[src/rtl/core/pus_pkg.sv]
// pus_pkg: shared types and constants of the periodic user scheduler.
// No dependencies. Used by pus_key_unit and periodic_user_scheduler.
package pus_pkg;

    localparam int FUNC_W = 2;
    localparam int ID_W   = 16;
    localparam int PER_W  = 16;
    localparam int STAT_W = 3;

    typedef enum logic [FUNC_W-1:0] {
        FUNC_ADD   = 2'd0,
        FUNC_NEXT  = 2'd1,
        FUNC_CLEAR = 2'd2
    } func_t;

    typedef enum logic [STAT_W-1:0] {
        STAT_ADDED   = 3'd0,
        STAT_SERVED  = 3'd1,
        STAT_FULL    = 3'd2,
        STAT_EMPTY   = 3'd3,
        STAT_CLEARED = 3'd4
    } status_t;

endpackage

[src/rtl/core/pus_key_unit.sv]
// pus_key_unit: shared heap key comparator and saturating due-time adder.
// Key layout is {due, id, period}, so one unsigned compare gives serving order.
// Depends on pus_pkg.
module pus_key_unit #(
    parameter int TIME_WIDTH = 40
) (
    input  logic [TIME_WIDTH+pus_pkg::ID_W+pus_pkg::PER_W-1:0] cmp_a,
    input  logic [TIME_WIDTH+pus_pkg::ID_W+pus_pkg::PER_W-1:0] cmp_b,
    input  logic [TIME_WIDTH-1:0]                             add_due,
    input  logic [pus_pkg::PER_W-1:0]                         add_per,
    output logic                                              a_lt_b,
    output logic [TIME_WIDTH-1:0]                             due_sum
);
    import pus_pkg::*;

    logic [TIME_WIDTH:0] sum_full;

    assign a_lt_b   = cmp_a < cmp_b;
    assign sum_full = {1'b0, add_due} + (TIME_WIDTH+1)'(add_per);
    // saturate on carry out of the time range
    assign due_sum  = sum_full[TIME_WIDTH] ? {TIME_WIDTH{1'b1}} : sum_full[TIME_WIDTH-1:0];

endmodule

[config.mk]
export PLATFORM = sky130hd
export DESIGN_NAME = pus_key_unit
export DESIGN_NICKNAME = d
export VERILOG_FILES = /design/src/rtl/core/pus_pkg.sv /design/src/rtl/core/pus_key_unit.sv
export SDC_FILE = /design/constraint.sdc
export NUM_CORES = 1
export LEC_CHECK = 0
export BUFFER_PORTS_ARGS = -buffer_cell sky130_fd_sc_hd__buf_2
export CORE_AREA = 2 2 96 98
export DETAILED_ROUTE_END_ITERATION = 6
export DIE_AREA = 0 0 98 100
export MAX_ROUTING_LAYER = met4
export PLACE_DENSITY_LB_ADDON = 0.05
export SLEW_MARGIN = 0
export SYNTH_ARGS = -nofsm -noshare
export SYNTH_HDL_FRONTEND = slang
export SYNTH_SLANG_ARGS = --single-unit
[constraint.sdc]
create_clock -name vclk -period 2.48
set_input_delay 0.248 -clock vclk [all_inputs]
set_output_delay 0.248 -clock vclk [all_outputs]
set_load 0.02 [all_outputs]
==> results.txt, run 1 <==
outcome = finished clean
Tcrit/Tclk final = 0.9939
Critical Path RT = 2.23 ns
Worst slew margin = 0.7346
Crit path buffers/inverters = 4
Ys Warns = 0
area grow syn2layout = 68.92%
I/O Buffers = 241
crit path kind = in2out
Routability Congestion = 0.9057
via count of the first global-routing pass = 4494
CP dominant cell by count = buf_6
share of layout cells above drive strength 1 = 0.4662
wire per inst = 13.70 um
vias post-DR = 4685
first-pass GRT wire length = 19330 um
CP top delay family = buffers and inverters
ANT nets after route = 0
Fin Hold WS = 0.8368 ns
Net Count, Synth = 793
Max Cap Viol = 0
critical path's largest stage delay = 0.38 ns
RSZ-0062 raised after global routing = true
Final Hold Fails = 0
synth top area cells = ha_1 (32%), inv_1 (9.4%), a21oi_1 (6.7%)
placeable core area = 0.008890 mm^2
first drt pass iteration count = 5
pin count of the biggest net entering global routing = 14
GRT Residual Overflow = 0
Final Net Count = 1088
Synth cell types = 54
measured slew at the worst slew-check pin = 0.3880 ns
LEAKAGE = 3.198 nW
slowest stage cell on the critical path = a211oi_4
max-slew violations = 0
P per Cell Area = 203.4 mW/mm^2
endpoints failing setup = 0
CLK BUF = 0
Post-Syn Area per Cell = 6.831 um^2
Yosys top cell by area = ha_1
CP max FO = 6
synthesized cell area = 0.003450 mm^2
initial antenna violation count = 0
critical path endpoint category = output pin
# IOs = 241
Hold-fix buffers, CTS = 0
number of remaining DRC errors = 0
Design Power = 1.185 mW
Max VDD drop = 116.2 uV
Post-Layout Cell Count = 909
most frequent cell after synthesis = ha_1
sequential area share after synthesis = 0
Syn Inst Count = 505
n_diodes = 0
fillcell total = 806
Synth top cells by count = ha_1 (87), inv_1 (86), nand2_1 (49), a21oi_1 (46), nor2_1 (30)
Reg area = 0 um^2
top cell type's share of synthesized area = 0.3156
worst min-delay path class = in2out
GRT Overall Usage = 0.2366
row cnt = 35
die height = 100 um
final period demand of the worst path = 2.465 ns
drt total wl = 12450 um
dpl hpwl = 10670 um
Max Fclk = 0.4057 GHz
vias per cell = 5.154
Seq cells = 0
starting density of the core = 0.3880
Worst Path Arrival = 2.22 ns
DR iter-0 viols = 101
Die Span X = 98 um
DIE AREA = 0.009800 mm^2
crit start category = input port
Inst Count DP = 901
crit-path cells = buf_2 -> ha_1 -> buf_4 -> and2_1 -> o211ai_4 -> a211oi_4 -> buf_6 -> nand4_1 -> mux2_4 -> buf_6
worst paths after layout:
path	endpoint	depth (start not counted)	from
setup / recovery	due_sum[34]	10	add_per[8]
hold / removal	due_sum[18]	4	add_due[18]
stage by stage:
stage	utilization	setup slack (ns)	area (um^2)	TNS, ns
floorplan	-	0.003569	3456	0
global placement	0.5799	-0.2292	5155	-3.375
detailed placement	0.5799	-0.3081	5155	-6.170
CTS	0.6122	-0.01513	5443	-0.04345
global route	0.6555	-0.07321	5827	-0.3840
finish	0.6555	0.01521	5827	0
per-layer routing:
| metal | GRT usage | routed length (um) | up-vias |
|---|---|---|---|
| met4 | 0.03419 | 174 | 0 |
| met3 | 0.01671 | 674 | 18 |
| met5 | - | 0 | - |
| li1 | - | - | 2407 |
| met2 | 0.4489 | 6381 | 169 |
| met1 | 0.2797 | 5219 | 2091 |
area by class of cell:
cell class / instances / area [um^2] / share of cell area
Multi-Input combinational cell: 412 / 3567 / 0.6122
Timing Repair Buffer: 300 / 1798 / 0.3086
Tap cell: 111 / 138.9 / 0.02384
Inverter: 86 / 322.8 / 0.05540
cell families after synthesis:
group / after synthesis / synth area share
buffers and inverters: 93 / 0.1055
AND/OR/NAND/NOR: 154 / 0.2213
multiplexers: 15 / 0.04461
adder cells (fa/ha/maj): 88 / 0.3214
AO/OA/AOI/OAI: 141 / 0.2717
XOR/XNOR: 14 / 0.03555
what timing repair did:
item / in CTS / in global routing
hold endpoints to repair: 0 / 0
setup buffers: 7 / 2
setup endpoints to repair: 41 / 40
pin swaps: 16 / 28
gates resized for setup: 45 / 68
layout by cell type (no fill, tap or decap), types with 2 or more instances in the layout:
cell,n
a2111oi_4,3
a211oi_1,5
a211oi_2,6
a211oi_4,3
a21o_1,20
a21oi_1,42
a21oi_2,4
a31oi_1,5
and2_1,2
and3_1,5
and4_1,5
buf_2,218
buf_4,60
buf_6,21
ha_1,71
ha_4,16
inv_1,86
mux2_4,2
mux2i_1,12
nand2_1,46
nand2_2,3
nand2b_1,2
nand3_1,16
nand3_2,2
nand4_1,19
nor2_1,30
nor2b_1,2
nor3_1,3
nor4_1,2
o211ai_1,4
o21a_1,4
o21ai_0,19
o21ai_1,3
o21ai_2,5
or2_2,3
or3_4,2
or4_4,2
xnor2_1,11
xor2_1,3
power breakdown:
group / switching (mW) / total [mW] / leakage, nW / internal (mW)
Combinational: 0.614 / 1.19 / 3.20 / 0.572
Clock: 0 / 0 / 0 / 0
Sequential: 0 / 0 / 0 / 0
No activity file was read; power rests on OpenSTA's default activity.
==> run 2, diff against run 1 <==
--- a/config.mk
+++ b/config.mk
@@ -5,10 +5,11 @@
 export SDC_FILE = /design/constraint.sdc
 export NUM_CORES = 1
 export LEC_CHECK = 0
+export ABC_AREA = 1
 export BUFFER_PORTS_ARGS = -buffer_cell sky130_fd_sc_hd__buf_2
-export CORE_AREA = 2 2 96 98
+export CORE_AREA = 2 2 105 107
 export DETAILED_ROUTE_END_ITERATION = 6
-export DIE_AREA = 0 0 98 100
+export DIE_AREA = 0 0 107 109
 export MAX_ROUTING_LAYER = met4
 export PLACE_DENSITY_LB_ADDON = 0.05
 export SLEW_MARGIN = 0
==> results.txt, run 2 <==
crit start category = input port
Worst slew margin = 0.7103 (-0.02436)
number of remaining DRC errors = 0 (unchanged)
GRT Overall Usage = 0.2119 (-0.02475)
via count of the first global-routing pass = 4694 (+4.5%)
Synth cell types = 32 (-41%)
dpl ws = 0.02466 ns (+0.3327 ns)
crit path kind = in2out
worst min-delay path class = in2out
Hold-fix buffers, CTS = 0 (unchanged)
Sum Neg Setup Slack = 0 ns (unchanged)
most frequent cells in the layout = nand2_1 (265), buf_2 (241), inv_1 (176)
Fin Hold WS = 0.8360 ns (-0.0007860 ns)
Net Count, Synth = 1060 (+34%)
row cnt = 38 (+8.6%)
dpl hpwl = 11430 um (+7.2%)
Max VDD drop = 119.0 uV (+2.4%)
critical path endpoint category = output pin
Die Span X = 107 um (+9.2%)
measured slew at the worst slew-check pin = 0.4310 ns (+0.04299 ns)
hold path start = add_due[39]
# IOs = 241 (unchanged)
fillcell total = 1202 (+49%)
ANT nets after route = 0 (unchanged)
dpl cell area = 0.005518 mm^2 (+7.0%)
placeable core area = 0.01060 mm^2 (+19%)
Critical Path RT = 2.23 ns (about the same)
Worst Slack Setup Final = 0.1197 ns (+0.1045 ns)
die height = 109 um (+9.0%)
Yosys top cell by area = ha_1
vias per cell = 4.509 (-13%)
vias post-DR = 5244 (+12%)
top cell type's share of synthesized area = 0.2650 (-0.05056)
Design Power = 1.012 mW (-15%)
max-slew violations = 0 (unchanged)
Final Net Count = 1311 (+20%)
LEAKAGE = 3.799 nW (+19%)
starting density of the core = 0.3874 (-0.0006162)
I/O Buffers = 241 (unchanged)
hold endpoint = due_sum[39]
Max Cap Viol = 0 (unchanged)
most frequent cell after synthesis = nand2_1
Seq cells = 0 (unchanged)
Ys Warns = 0 (unchanged)
initial antenna violation count = 2 (+2)
Tcrit/Tclk final = 0.9517 (-0.04215)
wire per inst = 10.87 um (-21%)
Worst Path Arrival = 2.11 ns (-0.11 ns)
commonest non-fill, non-tap cell in the layout = nand2_1
drt total wl = 12640 um (+1.5%)
DR iter-0 viols = 228 (+130%)
CP max FO = 8 (+2)
sequential area share after synthesis = 0 (unchanged)
Synth top cells by count = nand2_1 (266), inv_1 (176), ha_1 (87), nor2_1 (59), nand3_1 (50)
Reg area = 0 um^2 (unchanged)
GRT Residual Overflow = 0 (unchanged)
endpoints failing setup = 0 (unchanged)
outcome = finished clean
CLK BUF = 0 (unchanged)
final period demand of the worst path = 2.360 ns (-0.1045 ns)
Final Cell Area = 0.005625 mm^2 (-3.5%)
first-pass GRT wire length = 20150 um (+4.2%)
Final Hold Fails = 0 (unchanged)
hold path depth = 4 (unchanged)
pin count of the biggest net entering global routing = 22 (+8)
Routability Congestion = 0.9071 (+0.15%)
Syn Inst Count = 772 (+53%)
DIE AREA = 0.01166 mm^2 (+19%)
synthesized cell area = 0.004108 mm^2 (+19%)
share of layout cells above drive strength 1 = 0.2801 (-0.1860)
P per Cell Area = 180.0 mW/mm^2 (-12%)
Post-Syn Area per Cell = 5.321 um^2 (-22%)
first drt pass iteration count = 5 (unchanged)
Max Fclk = 0.4237 GHz (+4.4%)
area grow syn2layout = 36.95%
synth top area cells = ha_1 (27%), nand2_1 (24%), inv_1 (16%)
run 2: report_power, final:
| group | switching (mW) | internal (mW) |
|---|---|---|
| registers | 0 | 0 |
| logic | 0.585 | 0.428 |
| clock network | 0 | 0.000000108 |
run 2: area by class of cell:
class,count,area (um^2),area share
timing repair buffer,253,1351,0.2402
tap,140,175.2,0.03114
multi-input combinational,589,3422,0.6083
antenna,2,5.005,0.0008897
inverter,179,671.9,0.1194
run 2: how the worst max path moves through the flow:
stage / end / depth (start not counted) / startpoint
4_1_cts: due_sum[2] / 13 / add_due[0]
2_1_floorplan: due_sum[33] / 11 / add_due[0]
3_3_place_gp: due_sum[2] / 13 / add_due[0]
6_report: due_sum[34] / 13 / add_due[0]
5_1_grt: due_sum[2] / 12 / add_per[12]
3_5_place_dp: due_sum[2] / 13 / add_due[0]
run 2: what timing repair did:
item                                    CTS  global route
gates resized for setup                   0             9
buffers inserted                          0             2
endpoints found under the setup margin    0            32
run 2: critical path, stage by stage:
cell and delay [ns]:
buf_2 0.10, ha_1 0.22, fa_2 0.34, nand3_1 0.10
nand3_2 0.11, nand2_2 0.08, nand3_2 0.12, nand3_4 0.10
nand2_4 0.07, nand3_4 0.18, buf_4 0.18, nand3_1 0.08
buf_2 0.16
run 2: cell families after synthesis:
kind of cell,count (synthesis),share of synthesized area
xor+xnor,12,0.02559
fa+ha+maj,88,0.2699
simple gates,440,0.4685
compound gates,49,0.06366
buf+inv,183,0.1724
run 2: layer usage:
metal | GRT usage | vias to the layer above | wire, um
li1 | - | 2889 | -
met5 | - | - | 0
met4 | 0.03061 | 0 | 187
met3 | 0.02630 | 16 | 1014
met2 | 0.3672 | 176 | 5777
met1 | 0.2706 | 2163 | 5660
run 2: metrics by stage:
step / std cells / util
2_1_floorplan: 772 / -
3_5_place_dp: 1156 / 0.5204
3_3_place_gp: 1156 / 0.5204
4_1_cts: 1156 / 0.5204
5_1_grt: 1163 / 0.5306
6_report: 1163 / 0.5306
==> run 3, diff against run 2 <==
--- a/config.mk
+++ b/config.mk
@@ -12,7 +12,6 @@
 export DIE_AREA = 0 0 107 109
 export MAX_ROUTING_LAYER = met4
 export PLACE_DENSITY_LB_ADDON = 0.05
-export SLEW_MARGIN = 0
 export SYNTH_ARGS = -nofsm -noshare
 export SYNTH_HDL_FRONTEND = slang
 export SYNTH_SLANG_ARGS = --single-unit
==> constraint.sdc (replaced) <==
create_clock -name vclk -period 2.7
set_input_delay 0.405 -clock vclk [all_inputs]
set_output_delay 0.405 -clock vclk [all_outputs]
set_load 0.02 [all_outputs]
==> results.txt, run 3 (synthesis results as in run 2) <==
outcome = finished clean
Seq cells = 0 (unchanged)
vias post-DR = 5202 (-0.80%)
die height = 109 um (unchanged)
CP top delay family = simple AND/OR/NAND/NOR gates
commonest non-fill, non-tap cell in the layout = nand2_1
Max Cap Viol = 0 (unchanged)
hold path start = add_due[39]
DIE AREA = 0.01166 mm^2 (unchanged)
fillcell total = 1205 (+0.25%)
Sw Ratio = 0.5710 (-0.006470)
Tcrit/Tclk final = 0.9604
first drt pass iteration count = 4 (-1)
Fin Hold WS = 1.149 ns (+0.3125 ns)
DR iter-0 viols = 176 (-23%)
fin util = 0.5400 (+0.009441)
Routability Congestion = 0.8918 (-1.7%)
GRT Overall Usage = 0.2124 (+0.0005164)
Max VDD drop = 112.2 uV (-5.7%)
crit path kind = in2out
wire per inst = 10.84 um (-0.22%)
placeable core area = 0.01060 mm^2 (unchanged)
LEAKAGE = 3.844 nW (+1.2%)
endpoints failing setup = 0 (unchanged)
crit-path cells = buf_2 -> ha_2 -> fa_2 -> nand3_2 -> nand3_4 -> nand2_2 -> nand3_2 -> nand3_4 -> nand2_4 -> nand3_4 -> buf_4 -> nand3_1 -> buf_2
CP max FO = 7 (-1)
ANT nets after route = 0 (unchanged)
hold endpoint = due_sum[39]
Die Span X = 107 um (unchanged)
Combinational Power Share = 1.000 (about the same)
drt total wl = 12650 um (about the same)
initial antenna violation count = 2 (unchanged)
critical path's largest stage delay = 0.37 ns (+0.03 ns)
P per Cell Area = 165.8 mW/mm^2 (-7.9%)
CLK BUF = 0 (unchanged)
# IOs = 241 (unchanged)
GRT Residual Overflow = 0 (unchanged)
most frequent cells in the layout = nand2_1 (264), buf_2 (240), inv_1 (176)
pin count of the biggest net entering global routing = 22 (unchanged)
starting density of the core = 0.3874 (unchanged)
row cnt = 38 (unchanged)
Sum Neg Setup Slack = 0 ns (unchanged)
Hold-fix buffers, CTS = 0 (unchanged)
worst min-delay path class = in2out
Critical Path RT = 2.30 ns (+0.07 ns)
Int Power = 407.3 uW (-4.8%)
sequential share of power = 0 (unchanged)
measured slew at the worst slew-check pin = 0.4546 ns (+0.02357 ns)
clock share of power = 0 (unchanged)
Worst slew margin = 0.6944 (-0.01585)
slowest stage cell on the critical path = fa_2
Reg area = 0 um^2 (unchanged)
area grow syn2layout = 39.38%
Net Sw Power = 542.1 uW (-7.3%)
number of remaining DRC errors = 0 (unchanged)
dpl hpwl = 11430 um (about the same)
Worst Slack Setup Final = 0.1068 ns (-0.01292 ns)
via count of the first global-routing pass = 4837 (+3.0%)
Worst Path Arrival = 2.19 ns (+0.08 ns)
critical path endpoint category = output pin
Final Hold Fails = 0 (unchanged)
dpl ws = 0.01787 ns (-0.006793 ns)
Max Fclk = 0.3856 GHz
final period demand of the worst path = 2.593 ns
crit start category = input port
I/O Buffers = 241 (unchanged)
hold path depth = 4 (unchanged)
vias per cell = 4.461 (-1.1%)
Inst Count DP = 1160 (+0.35%)
first-pass GRT wire length = 20250 um (+0.48%)
Crit path buffers/inverters = 3 (unchanged)
CP dominant cell by count = nand3_4
share of layout cells above drive strength 1 = 0.2920 (+0.01187)
Post-Layout Cell Count = 1166 (+0.26%)
max-slew violations = 0 (unchanged)
Final Net Count = 1314 (+0.23%)
run 3: changes by cell type in the layout (fill, tap and decap cells not counted), sizes merged:
cell / before / now
buf: 251 / 253
clkbuf: 2 / 3
run 3: worst max path at each step:
stage                      startpoint          end  slack [ns]  cells after the start
after detailed placement   add_due[0]   due_sum[2]        0.02                     13
after floorplan            add_due[0]  due_sum[33]        0.29                     11
after CTS                  add_due[0]   due_sum[2]        0.01                     13
final                      add_due[0]  due_sum[22]        0.11                     13
after global placement     add_due[0]   due_sum[2]        0.08                     13
after global routing      add_per[14]   due_sum[2]      -0.008                     12
run 3: final cells by class:
cell class / count / area [um^2] / area share
inverters: 179 / 671.9 / 0.1174
repair buffers: 256 / 1399 / 0.2443
multi-input cells: 589 / 3475 / 0.6069
diodes: 2 / 5.005 / 0.0008741
well taps: 140 / 175.2 / 0.03059
run 3: routing by layer:
metal / wire length (um) / vias to the layer above / GRT usage
met5: 0 / - / -
met4: 77 / 0 / 0.01484
met3: 807 / 6 / 0.02510
met2: 5854 / 149 / 0.3781
met1: 5905 / 2145 / 0.2703
li1: - / 2902 / -
run 3: power by group through the flow:
stage	clock (mW)	sequential, mW	combinational [mW]
after floorplan	0	0	0.587
after global placement	0	0	0.935
after detailed placement	0	0	0.940
after CTS	0	0	0.944
after global routing	0.0000000990	0	1.09
final	0.0000000991	0	0.949
run 3: what timing repair did:
action,CTS,global route
endpoints found under the setup margin,0,38
resized for setup,0,18
buffers inserted,0,1
run 3: through the flow:
step / total power, mW / area, um^2
3_3_place_gp: 0.9350 / 5560
5_1_grt: 1.087 / 5725
4_1_cts: 0.9445 / 5560
6_report: 0.9493 / 5725
2_1_floorplan: 0.5867 / 4108
3_5_place_dp: 0.9400 / 5560
